==> config.mk <==
export PLATFORM = sky130hd
export DESIGN_NAME = gpg_front
export DESIGN_NICKNAME = d
export VERILOG_FILES = /design/src/rtl/gradient_pixel_generator_core_defines.svh /design/src/rtl/gpg_pkg.sv /design/src/rtl/gpg_front.sv
export SDC_FILE = /design/constraint.sdc
export NUM_CORES = 2
export LEC_CHECK = 0
export BUFFER_PORTS_ARGS = -buffer_cell sky130_fd_sc_hd__buf_4
export CAP_MARGIN = 15
export CORE_ASPECT_RATIO = 0.7
export CORE_MARGIN = 3
export CORE_UTILIZATION = 40
export DETAILED_ROUTE_END_ITERATION = 8
export SYNTH_ARGS = -nofsm -noshare
export SYNTH_HDL_FRONTEND = slang
export SYNTH_SLANG_ARGS = --single-unit
==> constraint.sdc <==
create_clock -name clk -period 15.45 [get_ports clk]
set_input_delay 1.545 -clock clk [delete_from_list [all_inputs] [get_ports clk]]
set_output_delay 1.545 -clock clk [all_outputs]
set_load 0.005 [all_outputs]
==> src/rtl/gradient_pixel_generator_core_defines.svh <==
// Assertion macros for the gradient pixel generator.
// Used by the top level; the clock and reset names in scope must be clk and rst.
`ifndef GRADIENT_PIXEL_GENERATOR_CORE_DEFINES_SVH
`define GRADIENT_PIXEL_GENERATOR_CORE_DEFINES_SVH
`ifndef NO_ASSERTIONS
// Checked outside reset.
`define GPG_ASSERT(lbl, prop) \
  lbl: assert property (@(posedge clk) disable iff (rst) prop) \
    else $error("gradient pixel generator assertion failed");
// Checked at every edge, reset included.
`define GPG_ASSERT_RST(lbl, prop) \
  lbl: assert property (@(posedge clk) prop) \
    else $error("gradient pixel generator reset check failed");
`else
`define GPG_ASSERT(lbl, prop)
`define GPG_ASSERT_RST(lbl, prop)
`endif
`endif

==> src/rtl/gpg_pkg.sv <==
// Shared constants, register indexes and pipeline record types of the gradient generator.
// No dependencies.
package gpg_pkg;

  // Dither matrix side; must be a power of two.
  localparam int DITHER_DIM  = 4;
  localparam int COORD_BITS  = 16;
  localparam int DITHER_BITS = (DITHER_DIM > 1) ? $clog2(DITHER_DIM) : 1;
  localparam int PIX_BITS    = 15;
  localparam int FRAC_BITS   = 16;

  // Signed width of coordinate differences; product and divider lane widths derive from it.
  localparam int SW   = ((COORD_BITS > PIX_BITS) ? COORD_BITS : PIX_BITS) + 2;
  localparam int PW   = 2 * SW;
  localparam int DIVW = PW + 2;
  localparam int ROOT_W = 2 * FRAC_BITS;

  localparam logic [FRAC_BITS:0] F_ONE = (FRAC_BITS + 1)'(1) << FRAC_BITS;

  // Configuration register indexes.
  localparam int IDX_W = 4;
  localparam logic [IDX_W-1:0] REG_MODE        = IDX_W'(0);
  localparam logic [IDX_W-1:0] REG_START_X     = IDX_W'(1);
  localparam logic [IDX_W-1:0] REG_START_Y     = IDX_W'(2);
  localparam logic [IDX_W-1:0] REG_END_X       = IDX_W'(3);
  localparam logic [IDX_W-1:0] REG_END_Y       = IDX_W'(4);
  localparam logic [IDX_W-1:0] REG_COLOR_START = IDX_W'(5);
  localparam logic [IDX_W-1:0] REG_COLOR_END   = IDX_W'(6);
  localparam logic [IDX_W-1:0] REG_DITHER      = IDX_W'(7);

  // Mode bits.
  localparam int MODE_RADIAL = 0;
  localparam int MODE_DITHER = 1;

  // Which fixed color an early-decided pixel takes.
  typedef enum logic [1:0] {
    FIX_START_RAW,
    FIX_END_RAW,
    FIX_END_ADJ
  } fsel_t;

  typedef struct packed {
    logic [1:0]                   mode;
    logic [COORD_BITS-1:0]        sx;
    logic [COORD_BITS-1:0]        sy;
    logic [COORD_BITS-1:0]        ex;
    logic [COORD_BITS-1:0]        ey;
    logic [31:0]                  c0;
    logic [31:0]                  c1;
    logic [63:0]                  dtab;
    logic [3:0]                   dmax;
  } cfg_t;

  typedef struct packed {
    logic                   fixed;
    fsel_t                  fsel;
    logic                   lo;
    logic                   hi;
    logic [DITHER_BITS-1:0] pxm;
    logic [DITHER_BITS-1:0] pym;
  } side_t;

  typedef struct packed {
    logic [DIVW-1:0]      rx;
    logic [DIVW-1:0]      ddx;
    logic [DIVW-1:0]      ry;
    logic [DIVW-1:0]      ddy;
    logic [FRAC_BITS-1:0] qx;
    logic [FRAC_BITS-1:0] qy;
    side_t                side;
  } div_t;

  typedef struct packed {
    logic [ROOT_W-1:0]  v;
    logic [ROOT_W:0]    res;
    logic [FRAC_BITS:0] f;
    side_t              side;
  } root_t;

endpackage

==> src/rtl/gpg_front.sv <==
// Front end: three stages that form differences, products and the divider operands.
// Depends on gpg_pkg.
module gpg_front (
  input  logic                             clk,
  input  logic                             rst,
  input  logic                             en,
  input  gpg_pkg::cfg_t                    cfg,
  input  logic                             in_valid,
  input  logic [gpg_pkg::PIX_BITS-1:0]     pixel_x,
  input  logic [gpg_pkg::PIX_BITS-1:0]     pixel_y,
  output logic                             out_valid,
  output gpg_pkg::div_t                    dout
);

  logic signed [gpg_pkg::SW-1:0] px_e, py_e, sx_e, sy_e, ex_e, ey_e;

  // Stage 1 registers.
  logic                                v1;
  logic signed [gpg_pkg::SW-1:0]       dx, dy, wx, wy, aa, bb;
  logic [gpg_pkg::DITHER_BITS-1:0]     pxm1, pym1;
  logic                                deg_lin1, deg_rad1;

  // Stage 2 registers.
  logic                                v2;
  logic signed [gpg_pkg::PW-1:0]       pdx, pdy, pwx, pwy;
  logic [gpg_pkg::SW-1:0]              ma, mb, mw, mh;
  logic [gpg_pkg::DITHER_BITS-1:0]     pxm2, pym2;
  logic                                deg_lin2, deg_rad2;

  // Stage 3 combinational values.
  logic signed [gpg_pkg::PW:0]         dot;
  logic [gpg_pkg::PW:0]                den;
  logic                                lo, hi, outside, radial;
  gpg_pkg::side_t                      side;

  assign px_e = signed'({{(gpg_pkg::SW - gpg_pkg::PIX_BITS){1'b0}}, pixel_x});
  assign py_e = signed'({{(gpg_pkg::SW - gpg_pkg::PIX_BITS){1'b0}}, pixel_y});
  assign sx_e = gpg_pkg::SW'($signed(cfg.sx));
  assign sy_e = gpg_pkg::SW'($signed(cfg.sy));
  assign ex_e = gpg_pkg::SW'($signed(cfg.ex));
  assign ey_e = gpg_pkg::SW'($signed(cfg.ey));
  assign radial = cfg.mode[gpg_pkg::MODE_RADIAL];

  // Stage 1: differences and degenerate-point checks.
  always_ff @(posedge clk) begin
    if (rst) begin
      v1 <= 1'b0;
    end else if (en) begin
      v1 <= in_valid;
    end
    if (en) begin
      dx       <= px_e - sx_e;
      dy       <= py_e - sy_e;
      wx       <= ex_e - sx_e;
      wy       <= ey_e - sy_e;
      aa       <= (px_e <<< 1) - sx_e - ex_e;
      bb       <= (py_e <<< 1) - sy_e - ey_e;
      pxm1     <= pixel_x[gpg_pkg::DITHER_BITS-1:0];
      pym1     <= pixel_y[gpg_pkg::DITHER_BITS-1:0];
      deg_lin1 <= (cfg.sx == cfg.ex) && (cfg.sy == cfg.ey);
      deg_rad1 <= (cfg.sx == cfg.ex) || (cfg.sy == cfg.ey);
    end
  end

  // Stage 2: products for the projection and magnitudes for the ellipse.
  always_ff @(posedge clk) begin
    if (rst) begin
      v2 <= 1'b0;
    end else if (en) begin
      v2 <= v1;
    end
    if (en) begin
      pdx      <= dx * wx;
      pdy      <= dy * wy;
      pwx      <= wx * wx;
      pwy      <= wy * wy;
      ma       <= aa[gpg_pkg::SW-1] ? $unsigned(-aa) : $unsigned(aa);
      mb       <= bb[gpg_pkg::SW-1] ? $unsigned(-bb) : $unsigned(bb);
      mw       <= wx[gpg_pkg::SW-1] ? $unsigned(-wx) : $unsigned(wx);
      mh       <= wy[gpg_pkg::SW-1] ? $unsigned(-wy) : $unsigned(wy);
      pxm2     <= pxm1;
      pym2     <= pym1;
      deg_lin2 <= deg_lin1;
      deg_rad2 <= deg_rad1;
    end
  end

  // Stage 3: dot product, clamp decisions and fixed-color cases.
  always_comb begin
    dot     = (gpg_pkg::PW + 1)'(pdx) + (gpg_pkg::PW + 1)'(pdy);
    den     = (gpg_pkg::PW + 1)'($unsigned(pwx)) + (gpg_pkg::PW + 1)'($unsigned(pwy));
    lo      = dot[gpg_pkg::PW];
    hi      = !lo && ($unsigned(dot) >= den);
    outside = (ma >= mw) || (mb >= mh);
    side.fixed = 1'b0;
    side.fsel  = gpg_pkg::FIX_END_ADJ;
    side.lo    = lo;
    side.hi    = hi;
    side.pxm   = pxm2;
    side.pym   = pym2;
    if (!radial && deg_lin2) begin
      side.fixed = 1'b1;
      side.fsel  = gpg_pkg::FIX_START_RAW;
    end else if (radial && deg_rad2) begin
      side.fixed = 1'b1;
      side.fsel  = gpg_pkg::FIX_END_RAW;
    end else if (radial && outside) begin
      side.fixed = 1'b1;
      side.fsel  = gpg_pkg::FIX_END_ADJ;
    end
  end

  always_ff @(posedge clk) begin
    if (rst) begin
      out_valid <= 1'b0;
    end else if (en) begin
      out_valid <= v2;
    end
    if (en) begin
      if (radial) begin
        dout.rx  <= gpg_pkg::DIVW'(ma);
        dout.ddx <= gpg_pkg::DIVW'(mw);
      end else begin
        dout.rx  <= gpg_pkg::DIVW'($unsigned(dot));
        dout.ddx <= gpg_pkg::DIVW'(den);
      end
      dout.ry   <= gpg_pkg::DIVW'(mb);
      dout.ddy  <= gpg_pkg::DIVW'(mh);
      dout.qx   <= '0;
      dout.qy   <= '0;
      dout.side <= side;
    end
  end

endmodule

# ---- Yosys cells after proc, flatten, opt, wreduce, memory -nomap -nowiden
# Cells that the tools add are included.
dict set report totals {
  ff_bits 456
  output_inout_bits 194
}
dict set report classes {
  addsub 14
  order_cmp 3
  reduce_logical 10
  muxes 7
  eq_ne 2
  multipliers 4
}
# operator count
set op_table {}
lappend op_table {{$mul 17x17->34} 4}
lappend op_table {{$add 36x36->37} 2}
lappend op_table {{$mux 17} 4}
lappend op_table {{$sub 16x16->17} 4}
lappend op_table {{$mux 56} 1}
lappend op_table {{$ge 37x37->1} 1}
lappend op_table {{$ge 18x18->1} 2}
lappend op_table {{$neg 17->18} 2}
lappend op_table {{$neg 18->18} 2}
lappend op_table {{$sub 17x16->18} 2}
lappend op_table {{$sub 18x16->18} 2}
lappend op_table {{$eq 16x16->1} 2}
lappend op_table {{$logic_and 1x1->1} 5}
lappend op_table {{$mux 3} 1}
lappend op_table {{$logic_not 1->1} 2}
lappend op_table {{$logic_or 1x1->1} 2}
lappend op_table {{$reduce_or 2->1} 1}
lappend op_table {{$mux 1} 1}

# ---- Depth between registers and ports, before layout
dict set report depth {
  depth_word 5
  ltp_mapped 27
}

# ---- Worst setup path after synthesis
# Ideal clock, no wire load.
dict set report synth_path {
  kind {reg2reg}
  start {register wy[2] (netlist name)}
  end {register pdy[32] (netlist name), data pin}
  arrival_ns 6.177
  setup_slack_ns 9.015
  path_stages_with_launch 24
  required_ns 15.192
  synth_period_minus_slack_ns 6.435
  setup_time_ns 0.258
  path_cell_list {edfxtp_1 clkbuf_1 clkbuf_1 nand2_1 inv_1 fa_1 fa_1 fa_1 fa_1 fa_1 inv_1 fa_1 inv_1 ha_1 a21o_1 a21o_1 a21o_1 a21o_1 a21oi_1 o21ai_0 a311o_1 a41o_1 a21oi_1 xnor2_1}
}
dict set report synth_between {
  elab_chain_len 1
}
# element line
set synth_lines {}
lappend synth_lines {{from (decl)} gpg_front.sv:19} ;# logic signed [gpg_pkg::SW-1:0] dx, dy, wx, wy, aa, bb;
lappend synth_lines {{from (signal assigned)} gpg_front.sv:55} ;# wy <= ey_e - sy_e;
lappend synth_lines {{$mul 17x17->34} gpg_front.sv:74} ;# pdy <= dy * wy;
lappend synth_lines {{to (signal assigned)} gpg_front.sv:74}
lappend synth_lines {{to (decl)} gpg_front.sv:25} ;# logic signed [gpg_pkg::PW-1:0] pdx, pdy, pwx, pwy;
# No other way between the ends.
# A chain may end at the register's enable or synchronous reset.

# ---- Worst setup path after layout
dict set report layout_path {
  start {register wx[11] (netlist name)}
  end {register pwx[32] (netlist name), data pin}
}
dict set report layout_between {
  elab_chain_len 1
}
# element line
set layout_lines {}
lappend layout_lines {{from (decl)} gpg_front.sv:19}
lappend layout_lines {{from (signal assigned)} gpg_front.sv:54} ;# wx <= ex_e - sx_e;
lappend layout_lines {{$mul 17x17->34} gpg_front.sv:75} ;# pwx <= wx * wx;
lappend layout_lines {{to (signal assigned)} gpg_front.sv:75}
lappend layout_lines {{to (decl)} gpg_front.sv:25}
# No other way between the ends.

==> impl_results.md <==
* Final hold vios at 0
* Crit path max fanout at 31
* Unrepaired setup endpoints after global routing: false
* Finished Cell Area at 72130 sq um
* Arrival @ worst endpoint at 7.99 ns
* I/O Buffers at ~220
* CP max-delay cell: clkinv_1
* Starting Density at 0.4055
* Die Y at 347.5 um
* Htree depth at 2
* GRT Util Overall at 0.2111
* First-pass GRT wire length at 279.6 mm
* Clock root buffer: clkbuf_16
* Critical R2R Launch: wx[11]
* PostCTS Resize Cnt at 0
* ANT nets after route at 0
* Clk_skew at 0.1024 ns
* Initial antenna violation count at 7
* Slowest cell delay on critical path at 0.60 ns
* Routed via count at about 45000
* Drt total wl at 179.0 mm
* Setup violations, final at 0
* Worst Tran Pin Value at about 1.2 ns
* Fraction of registers with async set/reset at 0
* Max cap viols at 0
* Outcome: completed
* Worst EP required at around 16 ns
* Vias per cell at 5.002
* Crit path top cell by count: fa_1
* CP Cell Sequence: buf_4, clkinv_1, nor2_1, fa_1, inv_1, fa_1, fa_1, inv_1, fa_1, fa_1, inv_1, fa_1, inv_1, ha_1, and2_1, nand2_1, o31ai_1, a21oi_1, a21oi_1, a21oi_1, o31ai_1, o21ai_0, xnor2_1
* Worst slack, placed at 7.890 ns
* Vias in the first global route at 47930
* Fraction of layout cells with a size suffix above 1 at 0.05881
* Largest net degree at the start of global routing at approximately 170
* Post-Syn Area at ~67000 sq um
* Clk slew on worst S/H paths at 0.07 ns
* Clk_lat worst skew at 0.71 ns
* Number of remaining DRC errors at 0
* Critical path class: reg -> reg
* Post-route minimum period at ~7.6 ns
* Initial DRC Count at 3418
* Distinct cell type count after synthesis at 88
* Worst setup endpoint: pwx[32]
* TritonCTS clock tree: yes
* Nets at 8750
* Cell Rows at 124
* Pre-Repair DR Iteration Count at 6
* Area after DPL at 70410 sq um
* Slew HR at 0.1923
* Post-DR wirelength/cell at 19.94 um
* Setup ws final at 7.859 ns
* Post-CTS Setup Bufs at 0
* Area growth syn-to-layout at 8.265%
* Fill cells at 15600
* Seq/Total Area, Yosys at 0.1988
* Die W at 493.8 um
* Overflow after GRT at 0
* Setup TNS at 0 ns
* Worst setup path start: wx[11]
* GPL Wtd Cong at 0.8894
* Worst Path Buf+Inv at 6
* Reg-to-reg setup timing slack at 7.86 ns
* Total CTS buffers at 50
* CP Launch Type: flop
* Number of synthesized flops with an enable pin at around 440
* CTS sink cnt at around 440
* Syn Area/Cell at 10.10 sq um
* Ys flop type: edfxtp_1
* Commonest non-fill, non-tap cell in the layout: inv_1
* Hold-fix buffers, CTS at 0
* Reg-to-reg endpoint: pwx[32]
* Max Buffers Root-to-Sink at 3
* Cell count along the critical path at 23
* Period utilisation layout at 0.4913
* CP delay by family, top: adder cells
* Post-Syn Instances at 6594
* Max Slew Vio Count at 0
* Worst min path class: reg -> reg
* Syn. warnings at 0
* Critical Path Sink Type: flop
* Commonest cells after routing, fill and taps aside: inv_1, fa_1, ha_1
* Core area at 164300 sq um
* Hpwl dp at 145.5 mm
* I/O pin count at 426
* Synth Register Bits at 442
* Die ar. at 171600 sq um
* R2r worst-path depth at 23
* Fmax at about 130 MHz
## cells in the mapped netlist, drive strengths merged, types with 29 or more instances
| cell | number | area share |
|---|---|---|
| xnor2 | 280 | 0.037 |
| and2 | 399 | 0.037 |
| clkbuf | 174 | 0.0098 |
| fa | 1161 | 0.35 |
| ha | 630 | 0.12 |
| o21a | 44 | 0.0050 |
| or3 | 34 | 0.0032 |
| xor2 | 75 | 0.0099 |
| nor3 | 49 | 0.0037 |
| o21ai | 143 | 0.011 |
| nor2b | 40 | 0.0038 |
| buf | 83 | 0.0088 |
| a21oi | 202 | 0.015 |
| o21bai | 47 | 0.0053 |
| edfxtp | 439 | 0.20 |
| o31ai | 29 | 0.0034 |
| nand2b | 43 | 0.0041 |
| a21o | 103 | 0.012 |
| nor2 | 294 | 0.017 |
| nand3 | 41 | 0.0031 |
| inv | 1457 | 0.082 |
| nand2 | 559 | 0.031 |
## worst min path at each step
stage,startpoint,end,slack (ns),cells after the start
after floorplan,deg_lin1,deg_lin2,0.40,0
after global placement,deg_lin1,deg_lin2,0.40,0
after detailed placement,deg_lin1,deg_lin2,0.41,0
final,deg_lin1,deg_lin2,0.42,0
after global routing,pym1[1],pym2[1],0.43,0
after CTS,deg_lin1,deg_lin2,0.42,0
## cell type report
type                            instances  area, sq um  share of cell area
Antenna cell                            5        12.51           0.0001735
Tap cell                             2205         2759             0.03825
Multi-Input combinational cell       4509        46940              0.6507
Sequential cell                       442        13240              0.1836
Clock buffer                           55         1270             0.01761
Clock inverter                         37        434.2            0.006019
Inverter                             1461         5484             0.07603
Timing Repair Buffer                  263         1992             0.02762
## metrics by stage
step,cells,hold slack (ns),util
3_5_place_dp,8879,0.4062,0.4285
5_1_grt,8972,0.4256,0.4389
2_1_floorplan,6669,0.4003,-
4_1_cts,8971,0.4156,0.4389
6_report,8977,0.4160,0.4390
3_3_place_gp,8878,0.4004,0.4285
## routing by layer
metal | part of all wire | vias up | GRT usage
met3 | 0.10 | 191 | 0.06414
met5 | 0.0012 | - | 0.007967
met1 | 0.46 | 22490 | 0.3083
met2 | 0.41 | 1536 | 0.3064
li1 | - | 20690 | -
met4 | 0.024 | 4 | 0.04733
## flip-flops by register name, summed over array words and instances, names as in the netlist, 18 cells and up
| name | cells |
|---|---|
| pwy | 33 |
| pdy | 34 |
| aa | 18 |
| pdx | 34 |
| mb | 18 |
| dout | 119 |
| bb | 18 |
| ma | 18 |
| pwx | 33 |
## kinds of logic after synthesis
group           share of synthesized area
compound gates                    0.07189
xor+xnor                          0.04667
fa+ha+maj                          0.4672
buf+inv                            0.1010
flops                              0.1988
mux                              0.002385
other cells                    0.00005629
simple gates                       0.1121
## worst reg2reg max path: cells and delay by family (launching register included)
kind / cells / cell delay, ns
XOR/XNOR: 1 / 0.31
adder cells (fa/ha/maj): 7 / 3.24
flip-flops: 1 / 0.32
AND/OR/NAND/NOR: 3 / 0.69
AO/OA/AOI/OAI: 6 / 1.40
buffers and inverters: 6 / 1.36
Power is left out: the tool's default activity adds up to more than one toggle a clock period on the data nets, which glitch-free logic cannot reach.
